### config.mk
export PLATFORM = sky130hd
export DESIGN_NAME = sct_datapath
export DESIGN_NICKNAME = d
export VERILOG_FILES = /design/src/hdl/sct_pkg.sv /design/src/hdl/sct_modmul.sv /design/src/hdl/sct_datapath.sv
export SDC_FILE = /design/constraint.sdc
export NUM_CORES = 1
export LEC_CHECK = 0
export BUFFER_PORTS_ARGS = -buffer_cell sky130_fd_sc_hd__buf_2
export CAP_MARGIN = 30
export CORE_MARGIN = 1
export CORE_UTILIZATION = 60
export CTS_CLUSTER_SIZE = 30
export DETAILED_ROUTE_END_ITERATION = 12
export PLACE_DENSITY = 0.77
export SYNTH_ARGS = -nofsm -noshare
export SYNTH_HDL_FRONTEND = slang
export SYNTH_HIERARCHICAL = 1
export SYNTH_SLANG_ARGS = --single-unit
### constraint.sdc
create_clock -name clk -period 5.95 [get_ports clk]
set_input_delay 1.19 -clock clk [delete_from_list [all_inputs] [get_ports clk]]
set_output_delay 1.19 -clock clk [all_outputs]
set_load 0.02 [all_outputs]
### src/hdl/sct_pkg.sv
`timescale 1ns / 1ps
// ----------------------------------------------------------------------------
// sct_pkg
// Shared widths, constants, state encoding and the command and status
// bundles that join the controller and the datapath of the composite test.
// ----------------------------------------------------------------------------
package sct_pkg;

    // width of the number under test
    localparam int NUM_W     = 32;
    // numbers below 2**SMALL_W are classified from a constant table
    localparam int SMALL_W   = 6;
    localparam int WIDE_W    = (NUM_W > SMALL_W) ? NUM_W : SMALL_W;
    // bit position and step counters
    localparam int CNT_W     = (NUM_W > 2) ? $clog2(NUM_W) : 1;
    // width of the modular reduction sum (2*acc + a < 3*n)
    localparam int SUM_W     = NUM_W + 2;

    // witness bases: together they decide primality for every n < 4759123141
    localparam int BASE_CNT   = 3;
    localparam int BASE_IDX_W = 2;
    localparam logic [BASE_IDX_W-1:0] BASE_LAST = BASE_IDX_W'(BASE_CNT - 1);

    // bit k set when k is prime, for k below 2**SMALL_W
    localparam logic [(1 << SMALL_W)-1:0] SMALL_PRIMES = 64'h2820_8A20_A08A_28AC;

    function automatic logic [NUM_W-1:0] base_value(input logic [BASE_IDX_W-1:0] idx);
        logic [7:0] val;
        case (idx)
            2'd0:    val = 8'd2;
            2'd1:    val = 8'd7;
            2'd2:    val = 8'd61;
            default: val = 8'd2;
        endcase
        return NUM_W'(val);
    endfunction

    typedef enum logic [3:0] {
        ST_IDLE,
        ST_CLASSIFY,
        ST_STRIP,
        ST_BASE_INIT,
        ST_SQ_GO,
        ST_SQ_WAIT,
        ST_MUL_GO,
        ST_MUL_WAIT,
        ST_EXP_NEXT,
        ST_CHECK_FIRST,
        ST_CHECK_LOOP,
        ST_CHK_GO,
        ST_CHK_WAIT,
        ST_BASE_NEXT,
        ST_FINISH
    } sct_state_t;

    typedef struct packed {
        logic load;       // capture a new number
        logic strip;      // drop one trailing zero of n-1
        logic base_init;  // start a new witness base
        logic mm_start;   // launch a modular multiply into x
        logic mm_base;    // multiply x by the base instead of squaring
        logic ebit_dec;   // advance to the next exponent bit
        logic sq_dec;     // consume one extra squaring
        logic base_inc;   // move to the next witness base
    } sct_cmd_t;

    typedef struct packed {
        logic below_table; // number below the table limit
        logic prime_small; // table verdict for a number below the limit
        logic even;
        logic d_lsb;       // odd part of n-1 reached when set
        logic d_bit;       // current exponent bit
        logic ebit_zero;   // last exponent bit processed
        logic mm_done;     // modular multiply finished, x takes the result
        logic x_one;
        logic x_nm1;
        logic sq_zero;     // no squarings left for this base
        logic base_last;
    } sct_sts_t;

endpackage

### src/hdl/sct_modmul.sv
`timescale 1ns / 1ps
// ----------------------------------------------------------------------------
// sct_modmul
// Bit-serial modular multiplier: a * b mod n, one multiplier bit per cycle,
// MSB first, with the running residue kept below n at every step.
// ----------------------------------------------------------------------------
module sct_modmul
    import sct_pkg::*;
(
    input  logic             clk,
    input  logic             rst_n,
    input  logic             start,
    input  logic [NUM_W-1:0] a,
    input  logic [NUM_W-1:0] b,
    input  logic [NUM_W-1:0] n,
    output logic             done,
    output logic [NUM_W-1:0] result
);

    localparam logic [CNT_W-1:0] STEP_LAST = CNT_W'(NUM_W - 1);

    logic             busy_reg,  busy_next;
    logic             done_reg,  done_next;
    logic [CNT_W-1:0] cnt_reg,   cnt_next;
    logic [NUM_W-1:0] acc_reg,   acc_next;
    logic [NUM_W-1:0] a_reg,     a_next;
    logic [NUM_W-1:0] b_reg,     b_next;

    logic [SUM_W-1:0] sum;
    logic [SUM_W-1:0] n1;
    logic [SUM_W-1:0] n2;
    logic [SUM_W-1:0] reduced;

    // 2*acc + (bit ? a : 0) stays below 3n; subtract n or 2n to bring it back
    always_comb
    begin
        n1  = SUM_W'(n);
        n2  = SUM_W'(n) << 1;
        sum = (SUM_W'(acc_reg) << 1) + (b_reg[NUM_W-1] ? SUM_W'(a_reg) : '0);
        if (sum >= n2)
        begin
            reduced = sum - n2;
        end
        else if (sum >= n1)
        begin
            reduced = sum - n1;
        end
        else
        begin
            reduced = sum;
        end
    end

    always_comb
    begin
        busy_next = busy_reg;
        done_next = 1'b0;
        cnt_next  = cnt_reg;
        acc_next  = acc_reg;
        a_next    = a_reg;
        b_next    = b_reg;
        if (start)
        begin
            busy_next = 1'b1;
            cnt_next  = '0;
            acc_next  = '0;
            a_next    = a;
            b_next    = b;
        end
        else if (busy_reg)
        begin
            acc_next = NUM_W'(reduced);
            b_next   = b_reg << 1;
            cnt_next = cnt_reg + 1'b1;
            if (cnt_reg == STEP_LAST)
            begin
                busy_next = 1'b0;
                done_next = 1'b1;
            end
        end
    end

    always_ff @(posedge clk or negedge rst_n)
    begin
        if (!rst_n)
        begin
            busy_reg <= 1'b0;
            done_reg <= 1'b0;
            cnt_reg  <= '0;
        end
        else
        begin
            busy_reg <= busy_next;
            done_reg <= done_next;
            cnt_reg  <= cnt_next;
        end
    end

    always_ff @(posedge clk)
    begin
        acc_reg <= acc_next;
        a_reg   <= a_next;
        b_reg   <= b_next;
    end

    assign done   = done_reg;
    assign result = acc_reg;

endmodule

### src/hdl/sct_datapath.sv
`timescale 1ns / 1ps
// ----------------------------------------------------------------------------
// sct_datapath
// Holds the number, the odd part of n-1, the running power x and the loop
// counters; hosts the modular multiplier and reports status to the controller.
// ----------------------------------------------------------------------------
module sct_datapath
    import sct_pkg::*;
(
    input  logic             clk,
    input  logic             rst_n,
    input  logic [NUM_W-1:0] number,
    input  sct_cmd_t         cmd,
    output sct_sts_t         sts
);

    logic [NUM_W-1:0]      n_reg,        n_next;
    logic [NUM_W-1:0]      nm1_reg,      nm1_next;
    logic [NUM_W-1:0]      d_reg,        d_next;
    logic [NUM_W-1:0]      x_reg,        x_next;
    logic [CNT_W-1:0]      s_reg,        s_next;
    logic [CNT_W-1:0]      ebit_reg,     ebit_next;
    logic [CNT_W-1:0]      sq_reg,       sq_next;
    logic [BASE_IDX_W-1:0] base_idx_reg, base_idx_next;

    logic [WIDE_W-1:0] n_wide;
    logic [NUM_W-1:0]  base;
    logic [NUM_W-1:0]  mm_a;
    logic              mm_done;
    logic [NUM_W-1:0]  mm_result;

    assign n_wide = WIDE_W'(n_reg);
    assign base   = base_value(base_idx_reg);
    assign mm_a   = cmd.mm_base ? base : x_reg;

    sct_modmul u_modmul (
        .clk    (clk),
        .rst_n  (rst_n),
        .start  (cmd.mm_start),
        .a      (mm_a),
        .b      (x_reg),
        .n      (n_reg),
        .done   (mm_done),
        .result (mm_result)
    );

    always_comb
    begin
        n_next        = n_reg;
        nm1_next      = nm1_reg;
        d_next        = d_reg;
        x_next        = x_reg;
        s_next        = s_reg;
        ebit_next     = ebit_reg;
        sq_next       = sq_reg;
        base_idx_next = base_idx_reg;

        if (cmd.load)
        begin
            n_next        = number;
            nm1_next      = number - 1'b1;
            d_next        = number - 1'b1;
            s_next        = '0;
            base_idx_next = '0;
        end
        if (cmd.strip)
        begin
            d_next = d_reg >> 1;
            s_next = s_reg + 1'b1;
        end
        if (cmd.base_init)
        begin
            x_next    = NUM_W'(1);
            ebit_next = CNT_W'(NUM_W - 1);
            sq_next   = s_reg - 1'b1;
        end
        if (mm_done)
        begin
            x_next = mm_result;
        end
        if (cmd.ebit_dec)
        begin
            ebit_next = ebit_reg - 1'b1;
        end
        if (cmd.sq_dec)
        begin
            sq_next = sq_reg - 1'b1;
        end
        if (cmd.base_inc)
        begin
            base_idx_next = base_idx_reg + 1'b1;
        end
    end

    always_ff @(posedge clk or negedge rst_n)
    begin
        if (!rst_n)
        begin
            s_reg        <= '0;
            ebit_reg     <= '0;
            sq_reg       <= '0;
            base_idx_reg <= '0;
        end
        else
        begin
            s_reg        <= s_next;
            ebit_reg     <= ebit_next;
            sq_reg       <= sq_next;
            base_idx_reg <= base_idx_next;
        end
    end

    always_ff @(posedge clk)
    begin
        n_reg   <= n_next;
        nm1_reg <= nm1_next;
        d_reg   <= d_next;
        x_reg   <= x_next;
    end

    always_comb
    begin
        sts.below_table = (n_wide >> SMALL_W) == '0;
        sts.prime_small = SMALL_PRIMES[n_wide[SMALL_W-1:0]];
        sts.even        = ~n_reg[0];
        sts.d_lsb       = d_reg[0];
        sts.d_bit       = d_reg[ebit_reg];
        sts.ebit_zero   = (ebit_reg == '0);
        sts.mm_done     = mm_done;
        sts.x_one       = (x_reg == NUM_W'(1));
        sts.x_nm1       = (x_reg == nm1_reg);
        sts.sq_zero     = (sq_reg == '0);
        sts.base_last   = (base_idx_reg == BASE_LAST);
    end

endmodule

==> flow_summary_export.csv, run 1 <==
group,metric,value,unit
timing,fin_worst_skew,18.0,ps
clock_network,htreeDepth,1,
timing,layout_setup_ws,277,ps
clock_network,cts_buffers,28,
run_status,outcome,"completed",
logic_synthesis,synthXorXnorAreaFrac,0.0589,
timing,finalSetupTns,0,ps
grt,global_route_wire_length_before_repair,80400,um
placement,buffer_ports.inserted,52,
placement,pre_cts_slack,61.2,ps
finish,num_antenna_cells,0,
routing,dr.first_iter.drc_count,1685,
placement,weighted_congestion_at_the_end_of_routability_driven_global_placement,1.02,
logic_synthesis,synth_fa_ha_area_frac,0.0789,
setup_path,critical_path_peak_fanout,14,
min_path,min_delay_path_depth,1,
logic_synthesis,synth-seq-area-share,0.407,
setup_path,worst-setup-path-type,"flip-flop to flip-flop",
clock_network,cts_hold_buf,0,
finish,final_cell_area,19100,sq um
routing,num_vias,14600,
finish,areaGrowthSynthToFinish,10.5,%
timing,max_clock_freq,176,MHz
clock_network,clk_pin_slew_worst_paths,60,ps
setup_path,timing.rr.start,"u_modmul/b_reg[31]",
timing,layout_min_cycle_time,5670,ps
clock_network,clock_tree.buffer_depth,3,
power_and_ir_drop,power.ir.vdd_worst,0.262,mV
logic_synthesis,synthesis.area_per_instance,9.83,sq um
logic_synthesis,synth_top_family_by_area,"simple AND/OR/NAND/NOR gates",
grt,grt_antenna_before_repair,0,
logic_synthesis,syn-num-nets,1904,
min_path,worstHoldStart,"base_idx_reg[0]",
routing,route.final.wire_length,54000,um
logic_synthesis,synthArstFlopShare,0.0964,
routing,detail_route.wl_per_cell,24.4,um
logic_synthesis,synth_edf_count,191,
grt,maximum_number_of_pins_on_one_net_before_global_route_repair,85,
placement,dp_cells,2155,
logic_synthesis,yosysWarningCount,6,
logic_synthesis,synth_simple_gate_area_share,0.183,
placement,dpl-instance-area,18000,sq um
setup_path,crit_required,6390,ps
finish,post_layout_nonfiller_instances,2212,
run,cap_viol_max_count,0,
logic_synthesis,compound_cell_area_share_of_the_yosys_netlist,0.179,
routing,drcViolationCount,0,
timing,finalSetupViolCount,0,
clock_network,ctsRootBufferMaster,"sky130_fd_sc_hd__clkbuf_16",
logic_synthesis,synth_top_area_frac,0.332,
logic_synthesis,synth_top_flop_cell,"sky130_fd_sc_hd__edfxtp_1",
setup_path,startpoint_type,"flip-flop",
setup_path,worstSetupEndpointType,"flip-flop",
timing,worst_slew_pin_slew,1020,ps
clock_network,clock_latency,560,ps
placement,detailedPlacementHpwl,41000,um
logic_synthesis,post_synth_mux_area_share,0.0551,
die,dieWidth,172,um
routing,final_antenna_net_count,0,
logic_synthesis,synth_top_cells_by_area,"sky130_fd_sc_hd__edfxtp_1 33%, sky130_fd_sc_hd__ha_1 7.5%, sky130_fd_sc_hd__dfxtp_1 3.9%",
clock_network,total_number_of_clock_tree_sinks,249,
setup_path,worst_reg2reg_path_endpoint,"u_modmul/result[19]",
power_and_ir_drop,leakage,7.81,nW
logic_synthesis,syn-instance-count,1755,
power_and_ir_drop,powerDensity,437,nW/um^2
setup_path,timing.reg2reg.worst_path_depth,22,
grt,grt_remaining_overflow,0,
die,ios,53,
setup_path,worstPathArrival,6110,ps
finish,drive_gt1_frac,0.140,
logic_synthesis,ys_types,94,
clock_network,cts_tree,"built",
logic_synthesis,post_synth_instance_area,17300,sq um
finish,finish.net_count,1961,
die,die_h,172,um
die,core.rowCount,61,
grt,grt_pass1_vias,13800,
logic_synthesis,postSynthRegisterBits,249,
routing,via_per_inst,6.61,
timing,hold_viol_final,0,
min_path,hold_path.class,"flip-flop to flip-flop",
timing,slew_headroom,0.315,
routing,first_pass_iters,6,
die,floorplan.die_area,29400,sq um
finish,mostFrequentLayoutCell,"sky130_fd_sc_hd__edfxtp_1",
grt,global_router_s_overall_resource_usage,0.365,
logic_synthesis,synth_area_leader_cell,"sky130_fd_sc_hd__edfxtp_1",
min_path,hold_end,"base_idx_reg[0]",
finish,final_core_utilization,0.681,
setup_path,setup.reg_to_reg.worst_slack,280,ps
die,initial_utilization,0.616,
timing,slew_viol_final,0,
finish,most-common-layout-cells,"191 x sky130_fd_sc_hd__edfxtp_1, 112 x sky130_fd_sc_hd__nor2_1, 108 x sky130_fd_sc_hd__nand2_1, 103 x sky130_fd_sc_hd__ha_1, 95 x sky130_fd_sc_hd__a21oi_1",
timing,layout_worst_path_cycle_share,0.954,
die,core-area,28000,sq um
final cells by class:
cell class                 count  area, sq um
multi-input combinational   1338         9670
tap                          378          473
fill                        2214         8940
inverter                      90          340
timing repair buffer         105          706
clock buffer                  38          768
clock inverter                14         95.1
sequential                   249         7020
routing by layer:
layer / GRT usage / vias to the layer above / wire length, um
met4: 0.155 / 0 / 2450
met2: 0.573 / 687 / 24400
li1: - / 6741 / -
met3: 0.0472 / 143 / 4100
met5: 0 / - / 0
met1: 0.508 / 7057 / 23000
cell usage after synthesis, types with 13 or more instances:
cell,count
sky130_fd_sc_hd__a211oi_1,21
sky130_fd_sc_hd__a21o_1,34
sky130_fd_sc_hd__a21oi_1,97
sky130_fd_sc_hd__a31oi_1,29
sky130_fd_sc_hd__and2_1,67
sky130_fd_sc_hd__and3_1,13
sky130_fd_sc_hd__buf_2,14
sky130_fd_sc_hd__clkbuf_1,53
sky130_fd_sc_hd__dfrtp_1,24
sky130_fd_sc_hd__dfxtp_1,34
sky130_fd_sc_hd__edfxtp_1,191
sky130_fd_sc_hd__ha_1,104
sky130_fd_sc_hd__inv_1,89
sky130_fd_sc_hd__mux2_2,47
sky130_fd_sc_hd__mux2i_1,23
sky130_fd_sc_hd__nand2_1,108
sky130_fd_sc_hd__nand2b_1,23
sky130_fd_sc_hd__nand3_1,40
sky130_fd_sc_hd__nand4_1,20
sky130_fd_sc_hd__nor2_1,112
sky130_fd_sc_hd__nor2b_1,35
sky130_fd_sc_hd__nor3_1,31
sky130_fd_sc_hd__nor4_1,43
sky130_fd_sc_hd__o211ai_1,17
sky130_fd_sc_hd__o21a_1,16
sky130_fd_sc_hd__o21ai_0,70
sky130_fd_sc_hd__o21ai_1,21
sky130_fd_sc_hd__o31ai_1,20
sky130_fd_sc_hd__or3_1,22
sky130_fd_sc_hd__or4_1,13
sky130_fd_sc_hd__xnor2_1,48
sky130_fd_sc_hd__xor2_1,68
worst max-delay path: stages, from the launching register on:
cell,delay (ps)
sky130_fd_sc_hd__edfxtp_1,410
sky130_fd_sc_hd__buf_4,190
sky130_fd_sc_hd__buf_4,180
sky130_fd_sc_hd__and2_1,160
sky130_fd_sc_hd__ha_1,380
sky130_fd_sc_hd__a21oi_1,180
sky130_fd_sc_hd__o21ai_0,190
sky130_fd_sc_hd__a221oi_2,360
sky130_fd_sc_hd__nor3b_2,280
sky130_fd_sc_hd__a21oi_1,110
sky130_fd_sc_hd__buf_4,170
sky130_fd_sc_hd__a211oi_2,270
sky130_fd_sc_hd__nor2_1,100
sky130_fd_sc_hd__ha_1,400
sky130_fd_sc_hd__nand4_1,200
sky130_fd_sc_hd__or4b_1,570
sky130_fd_sc_hd__o41ai_2,240
sky130_fd_sc_hd__a21o_1,170
sky130_fd_sc_hd__a31oi_1,50
sky130_fd_sc_hd__nor3b_4,180
sky130_fd_sc_hd__nand2_1,330
sky130_fd_sc_hd__nor2_1,150
sky130_fd_sc_hd__a211o_1,310
power breakdown:
group	internal, mW	switching, mW
sequential	2.10	0.232
combinational	1.79	2.58
clock	0.908	0.721
total	4.80	3.54
through the flow:
step | total power, mW | hold WS [ps]
finish | 8.33 | 475
global route | 8.78 | 527
CTS | 8.19 | 479
detailed placement | 6.55 | 471
global placement | 6.53 | 470
floorplan | 5.21 | 439
cell families after synthesis:
family / Yosys count
AO/OA/AOI/OAI: 453
XOR/XNOR: 116
adder cells (fa/ha/maj): 107
buffers and inverters: 168
flip-flops: 249
multiplexers: 79
AND/OR/NAND/NOR: 583
what timing repair did:
item / 4_1_cts / 5_1_grt
setup endpoints to repair: 0 / 32
gates resized for setup: 0 / 19
setup buffers: 0 / 4
worst max path at each step:
stage | cells after the start | endpoint | from | slack [ps]
after floorplan | 21 | u_modmul/result[21] | u_modmul/b_reg[31] | 1010
after global routing | 24 | u_modmul/result[5] | u_modmul/b_reg[31] | -20
after global placement | 24 | u_modmul/result[13] | u_modmul/b_reg[31] | 230
after detailed placement | 23 | u_modmul/result[4] | u_modmul/b_reg[31] | 60
final | 22 | u_modmul/result[19] | u_modmul/b_reg[31] | 280
after CTS | 23 | u_modmul/result[4] | u_modmul/b_reg[31] | 40
(Power assumes the default switching activity.)
==> run 2: changes to the inputs <==
- CTS_CLUSTER_SIZE: 30 -> default
- SYNTH_HIERARCHICAL: 1 -> default
==> flow_summary_export.csv, run 2 <==
group,metric,value,unit
run_status,outcome,"completed",
grt,maximum_number_of_pins_on_one_net_before_global_route_repair,64,
clock_network,htreeDepth,1,
run,cap_viol_max_count,0,
routing,first_pass_iters,7,
die,floorplan.die_area,27600,sq um
logic_synthesis,post_synth_instance_area,16200,sq um
grt,grt_pass1_vias,12100,
finish,finish.net_count,1767,
die,ios,53,
power_and_ir_drop,leakage,7.49,nW
logic_synthesis,syn-instance-count,1559,
finish,post_layout_nonfiller_instances,1974,
logic_synthesis,synth_top_area_frac,0.354,
clock_network,ctsRootBufferMaster,"sky130_fd_sc_hd__clkbuf_16",
setup_path,worstPathArrival,6120,ps
grt,grt_remaining_overflow,0,
setup_path,delay_contributed_by_the_slowest_stage_of_the_critical_path,520,ps
clock_network,clk_pin_slew_worst_paths,60,ps
grt,globalRouteMet3Util,0.0591,
routing,detail_route.wl_per_cell,22.9,um
placement,detailedPlacementHpwl,34500,um
logic_synthesis,syn-num-nets,1708,
timing,slew_viol_final,0,
routing,via_per_inst,6.48,
finish,mostFrequentLayoutCell,"sky130_fd_sc_hd__edfxtp_1",
clock_network,clock_tree.buffer_depth,3,
routing,dr.first_iter.drc_count,1447,
power_and_ir_drop,share_clk_of_total_power,0.236,
setup_path,crit_slowest_cell,"sky130_fd_sc_hd__or4_4",
setup_path,cp_top_family,"compound AO/OA/AOI/OAI gates",
die,core.rowCount,59,
placement,dp_cells,1920,
routing,final_antenna_net_count,0,
setup_path,critical_path.n_buffers_inverters,4,
logic_synthesis,synth_edf_count,191,
routing,route.final.wire_length,45300,um
min_path,hold_path.class,"flip-flop to flip-flop",
logic_synthesis,yosysWarningCount,0,
timing,hold_viol_final,0,
power_and_ir_drop,power.combinational.fraction,0.446,
routing,drcViolationCount,0,
die,dieWidth,166,um
power_and_ir_drop,power_switching_share,0.390,
logic_synthesis,synth-seq-area-share,0.433,
logic_synthesis,ys_types,81,
timing,layout_worst_path_cycle_share,0.957,
timing,finalSetupTns,0,ps
timing,finalSetupViolCount,0,
clock_network,cts_buffers,27,
grt,global_route.usage.met1,0.438,
logic_synthesis,synthMostInstantiatedCell,"sky130_fd_sc_hd__edfxtp_1",
setup_path,worstSetupEndpointType,"flip-flop",
setup_path,series_of_cell_instances_along_the_critical_path,"buf_4, buf_4, buf_4, and2_1, ha_1, a21oi_1, o21ai_1, o21bai_1, nand2_1, or4_4, a21oi_4, a21oi_1, a211oi_2, buf_4, ha_1, and4_1, nand4_1, nor2_1, a2111oi_0, o2bb2ai_1, o211a_4, and2_1, nand2_1, o211a_1",
power_and_ir_drop,powerDensity,406,nW/um^2
setup_path,crit_required,6370,ps
timing,fin_worst_skew,17.6,ps
grt,grt_antenna_before_repair,1,
power_and_ir_drop,intPower,4.43,mW
finish,drive_gt1_frac,0.139,
routing,num_vias,12800,
die,initial_utilization,0.616,
die,core-area,26300,sq um
logic_synthesis,synth_top_flop_cell,"sky130_fd_sc_hd__edfxtp_1",
timing,layout_setup_ws,257,ps
grt,grt_util_met2,0.501,
setup_path,crit_path_frequent_cell,"sky130_fd_sc_hd__buf_4",
power_and_ir_drop,pwr-share-seq,0.318,
timing,max_clock_freq,176,MHz
logic_synthesis,synth_area_leader_cell,"sky130_fd_sc_hd__edfxtp_1",
logic_synthesis,synthesis.area_per_instance,10.4,sq um
finish,most-common-layout-cells,"191 x sky130_fd_sc_hd__edfxtp_1, 103 x sky130_fd_sc_hd__ha_1, 100 x sky130_fd_sc_hd__a21oi_1, 89 x sky130_fd_sc_hd__nor2_1, 83 x sky130_fd_sc_hd__nand2_1",
logic_synthesis,yosys-top-cells-count,"191 x sky130_fd_sc_hd__edfxtp_1, 104 x sky130_fd_sc_hd__ha_1, 101 x sky130_fd_sc_hd__a21oi_1, 89 x sky130_fd_sc_hd__nor2_1, 83 x sky130_fd_sc_hd__nand2_1",
setup_path,worst-setup-path-type,"flip-flop to flip-flop",
grt,global_router_s_overall_resource_usage,0.325,
timing,slew_headroom,0.397,
placement,buffer_ports.inserted,52,
setup_path,startpoint_type,"flip-flop",
timing,worst_slew_pin_slew,905,ps
grt,grt.busiest_layer,"met2",
finish,n_fill_cell,1978,
clock_network,clock_latency,540,ps
grt,global_route_wire_length_before_repair,68600,um
clock_network,total_number_of_clock_tree_sinks,249,
logic_synthesis,synth_top_cells_by_area,"sky130_fd_sc_hd__edfxtp_1 35%, sky130_fd_sc_hd__ha_1 8.0%, sky130_fd_sc_hd__mux2_2 4.4%",
timing,layout_min_cycle_time,5690,ps
logic_synthesis,synthArstFlopShare,0.0964,
die,die_h,166,um
logic_synthesis,postSynthRegisterBits,249,
clock_network,cts_tree,"built",
finish,areaGrowthSynthToFinish,10.5,%
setup_path,critical_path_peak_fanout,17,
placement,weighted_congestion_at_the_end_of_routability_driven_global_placement,1.01,
power_and_ir_drop,power_switching,2.83,mW
placement,pre_cts_slack,78.5,ps
power_and_ir_drop,power.ir.vdd_worst,0.317,mV
finish,num_antenna_cells,0,
timing,rsz0062_at_grt,"no",
run 2: changes by cell type in the layout (fill, tap and decap cells not counted), sizes merged, moves of 10 or more:
cell    delta
buf       -29
xnor2     +19
inv       -11
a211oi    -11
nand2     -25
nand2b    -15
mux2      +15
nor2      -23
a31oi     -13
o31ai     -13
nor4      -13
nand3     -15
or4       -10
run 2: timing repair:
action,CTS,global route
hold buffers,0,0
gates resized for setup,0,14
endpoints found under the setup margin,0,32
setup buffers,0,4
run 2: power groups by stage:
| stage | registers [mW] | clock network [mW] | logic (mW) |
|---|---|---|---|
| after CTS | 2.30 | 1.72 | 3.11 |
| final | 2.31 | 1.71 | 3.24 |
| after floorplan | 2.22 | 0 | 2.35 |
| after detailed placement | 2.33 | 0 | 3.08 |
| after global placement | 2.33 | 0 | 3.04 |
| after global routing | 2.32 | 1.79 | 3.50 |
run 2: through the flow:
| stage | total power [mW] | hold slack [ps] | cell area [sq um] | utilization |
|---|---|---|---|---|
| floorplan | 4.56 | 435 | 16200 | - |
| global placement | 5.38 | 458 | 16800 | 0.641 |
| detailed placement | 5.41 | 457 | 16900 | 0.642 |
| CTS | 7.13 | 471 | 17800 | 0.676 |
| global route | 7.61 | 480 | 17900 | 0.681 |
| finish | 7.26 | 475 | 17900 | 0.681 |
run 2: cell type report:
cell class / instances / area [sq um] / area share
repair buffers: 76 / 480 / 0.0269
well taps: 335 / 419 / 0.0234
multi-input cells: 1187 / 8780 / 0.491
clock inverters: 13 / 145 / 0.00811
clock buffers: 37 / 763 / 0.0427
flip-flops and latches: 249 / 7020 / 0.392
inverters: 77 / 289 / 0.0162
run 2: logic make-up (layout without fill, tap and decap cells):
kind of cell / count (synthesis) / in the layout / synth area share
flip-flops: 249 / 249 / 0.433
AO/OA/AOI/OAI: 385 / 385 / 0.154
XOR/XNOR: 144 / 144 / 0.0779
adder cells (fa/ha/maj): 107 / 107 / 0.0841
multiplexers: 104 / 104 / 0.0769
AND/OR/NAND/NOR: 447 / 447 / 0.145
buffers and inverters: 123 / 203 / 0.0293
run 2: path summary, 6_finish.rpt:
check / start / to / slack, ps / cells after the start
worst min-delay path: base_idx_reg[0] / base_idx_reg[0] / 470 / 1
worst max-delay path: u_modmul.b_reg[31] / u_modmul.result[27] / 260 / 24
worst min register to register: base_idx_reg[0] / base_idx_reg[0] / 470 / 1
worst max register to register: u_modmul.b_reg[31] / u_modmul.result[27] / 260 / 24
min in group asynchronous: rst_n / ebit_reg[3] / 640 / 1
max in group asynchronous: rst_n / u_modmul.busy_reg / 4930 / 1
run 2: per-layer routing:
| layer | share of wire | routed length (um) |
|---|---|---|
| met1 | 0.40 | 18200 |
| met2 | 0.45 | 20200 |
| met3 | 0.090 | 4100 |
| met4 | 0.059 | 2680 |
| met5 | 0.00022 | 10 |
==> run 3: changes to the inputs <==
- BUFFER_PORTS_ARGS: -buffer_cell sky130_fd_sc_hd__buf_2 -> -buffer_cell sky130_fd_sc_hd__buf_4
==> flow_summary_export.csv, run 3 (synthesis results as in run 2) <==
group,metric,value,unit
run_status,outcome,"completed",
timing,rsz0062_at_grt,"yes",
grt,grt_pass1_vias,12100,
setup_path,setup.reg_to_reg.worst_slack,160,ps
timing,slew_viol_final,0,
placement,pre_cts_slack,159,ps
setup_path,timing.reg2reg.worst_path_depth,23,
setup_path,critical_path_peak_fanout,7,
clock_network,ctsRootBufferMaster,"sky130_fd_sc_hd__clkbuf_16",
finish,mostFrequentLayoutCell,"sky130_fd_sc_hd__edfxtp_1",
setup_path,cp_top_family,"compound AO/OA/AOI/OAI gates",
clock_network,cts_buffers,26,
power_and_ir_drop,pwr-share-seq,0.316,
placement,buffer_ports.inserted,52,
timing,worst_slew_pin_slew,988,ps
timing,hold_viol_final,0,
clock_network,htreeDepth,1,
die,die_h,166,um
clock_network,total_number_of_clock_tree_sinks,249,
timing,finalSetupTns,0,ps
grt,maximum_number_of_pins_on_one_net_before_global_route_repair,76,
power_and_ir_drop,power_switching_share,0.388,
min_path,hold_end,"base_idx_reg[0]",
die,core-area,26300,sq um
routing,dr.first_iter.drc_count,1246,
routing,route.final.wire_length,45800,um
routing,drcViolationCount,0,
power_and_ir_drop,leakage,7.56,nW
die,floorplan.die_area,27600,sq um
clock_network,clock_latency,530,ps
setup_path,crit_required,6370,ps
routing,final_antenna_net_count,0,
clock_network,clk_pin_slew_worst_paths,60,ps
clock_network,cts_tree,"built",
timing,layout_setup_ws,163,ps
power_and_ir_drop,power.ir.vdd_worst,0.241,mV
power_and_ir_drop,total_power,7.28,mW
finish,areaGrowthSynthToFinish,11.6,%
setup_path,delay_contributed_by_the_slowest_stage_of_the_critical_path,540,ps
min_path,hold_path.class,"flip-flop to flip-flop",
timing,layout_min_cycle_time,5790,ps
die,core.rowCount,59,
setup_path,crit_path_frequent_cell,"sky130_fd_sc_hd__buf_4",
setup_path,worst_reg2reg_path_endpoint,"u_modmul.result[0]",
placement,detailedPlacementHpwl,35300,um
power_and_ir_drop,powerDensity,403,nW/um^2
run,cap_viol_max_count,0,
min_path,min_delay_path_depth,1,
setup_path,startpoint_type,"flip-flop",
routing,first_pass_iters,6,
setup_path,timing.rr.start,"u_modmul.b_reg[31]",
timing,finalSetupViolCount,0,
die,dieWidth,166,um
power_and_ir_drop,share_clk_of_total_power,0.229,
timing,max_clock_freq,173,MHz
min_path,worstHoldStart,"base_idx_reg[0]",
timing,layout_worst_path_cycle_share,0.973,
finish,most-common-layout-cells,"191 x sky130_fd_sc_hd__edfxtp_1, 103 x sky130_fd_sc_hd__ha_1, 101 x sky130_fd_sc_hd__a21oi_1, 89 x sky130_fd_sc_hd__nor2_1",
timing,slew_headroom,0.341,
grt,grt_remaining_overflow,0,
finish,finish.net_count,1778,
timing,fin_worst_skew,9.13,ps
die,initial_utilization,0.616,
finish,final_cell_area,18100,sq um
grt,global_router_s_overall_resource_usage,0.327,
power_and_ir_drop,power.combinational.fraction,0.456,
power_and_ir_drop,intPower,4.45,mW
setup_path,crit_slowest_cell,"sky130_fd_sc_hd__or4_4",
routing,num_vias,12800,
placement,weighted_congestion_at_the_end_of_routability_driven_global_placement,0.995,
routing,via_per_inst,6.44,
clock_network,cts_hold_buf,0,
routing,detail_route.wl_per_cell,23.1,um
setup_path,critical_path.n_buffers_inverters,3,
finish,drive_gt1_frac,0.140,
timing,whs,472,ps
grt,global_route_wire_length_before_repair,69100,um
setup_path,series_of_cell_instances_along_the_critical_path,"buf_4, and2_1, ha_1, or4_4, a21oi_2, nand2_1, o2111a_2, or4_4, a21oi_4, a21oi_1, a211oi_2, buf_4, ha_2, and4_1, nand4_1, nor2_1, a2111oi_1, o2bb2ai_1, o211a_2, buf_4, o31ai_1, mux2i_1, a22o_1",
placement,dpl-instance-area,17100,sq um
setup_path,worst-setup-path-type,"flip-flop to flip-flop",
clock_network,clock_tree.buffer_depth,3,
die,ios,53,
setup_path,worstSetupEndpointType,"flip-flop",
power_and_ir_drop,power_switching,2.83,mW
grt,grt_antenna_before_repair,2,
setup_path,worstPathArrival,6200,ps
-- run 3: cell types whose count changed in the layout (fill, tap and decap cells not counted), moves of 3 or more --
cell | previous run | this run
sky130_fd_sc_hd__buf_4 | 21 | 83
sky130_fd_sc_hd__buf_2 | 52 | 1
sky130_fd_sc_hd__clkinv_1 | 1 | 4
sky130_fd_sc_hd__clkbuf_8 | 5 | 2
-- run 3: worst max-delay path by stage --
stage | slack (ps) | cells after the start | to | start
3_3_place_gp | 240 | 22 | u_modmul.result[27] | u_modmul.b_reg[31]
5_1_grt | -100 | 23 | u_modmul.result[0] | u_modmul.b_reg[31]
3_5_place_dp | 160 | 23 | u_modmul.result[27] | u_modmul.b_reg[31]
6_report | 160 | 23 | u_modmul.result[0] | u_modmul.b_reg[31]
2_1_floorplan | 620 | 20 | u_modmul.result[26] | u_modmul.b_reg[31]
4_1_cts | 130 | 23 | u_modmul.result[27] | u_modmul.b_reg[31]
-- run 3: layout make-up --
cell class / count / area [sq um]
diodes: 2 / 5.00
fillers: 1970 / 8220
clock inverters: 11 / 135
flip-flops and latches: 249 / 7020
clock buffers: 35 / 726
multi-input cells: 1187 / 8760
repair buffers: 88 / 716
inverters: 77 / 289
well taps: 335 / 419
-- run 3: routing by layer --
layer / part of all wire / wire length, um / global-route usage
met5: 0 / 0 / 0
met4: 0.045 / 2070 / 0.134
met1: 0.42 / 19000 / 0.438
met3: 0.071 / 3270 / 0.0412
met2: 0.47 / 21500 / 0.540
-- run 3: worst register-to-register path: cells and delay by family (launching register included) --
family                     cells  cell delay, ps
muxes                          1             160
adders and majority gates      2             560
and+or+nand+nor                7            1760
AOI/OAI and AO/OA             10            2140
DFF                            1             510
buffers and inverters          3             550
-- run 3: timing repair --
item	4_1_cts	5_1_grt
gates resized for setup	0	13
endpoints found under the hold margin	0	0
setup buffers	0	6
endpoints found under the setup margin	0	32
-- run 3: per-stage QoR --
stage,utilization,instances
final,0.687,1984
after global routing,0.687,1982
after CTS,0.683,1976
after detailed placement,0.651,1930
after global placement,0.650,1929
after floorplan,-,1559
-- run 3: power groups by stage --
stage	logic, mW	registers [mW]	clock network [mW]
detailed placement	3.17	2.33	0
finish	3.32	2.30	1.66
global placement	3.14	2.33	0
floorplan	2.35	2.22	0
global route	3.57	2.32	1.74
CTS	3.20	2.30	1.67
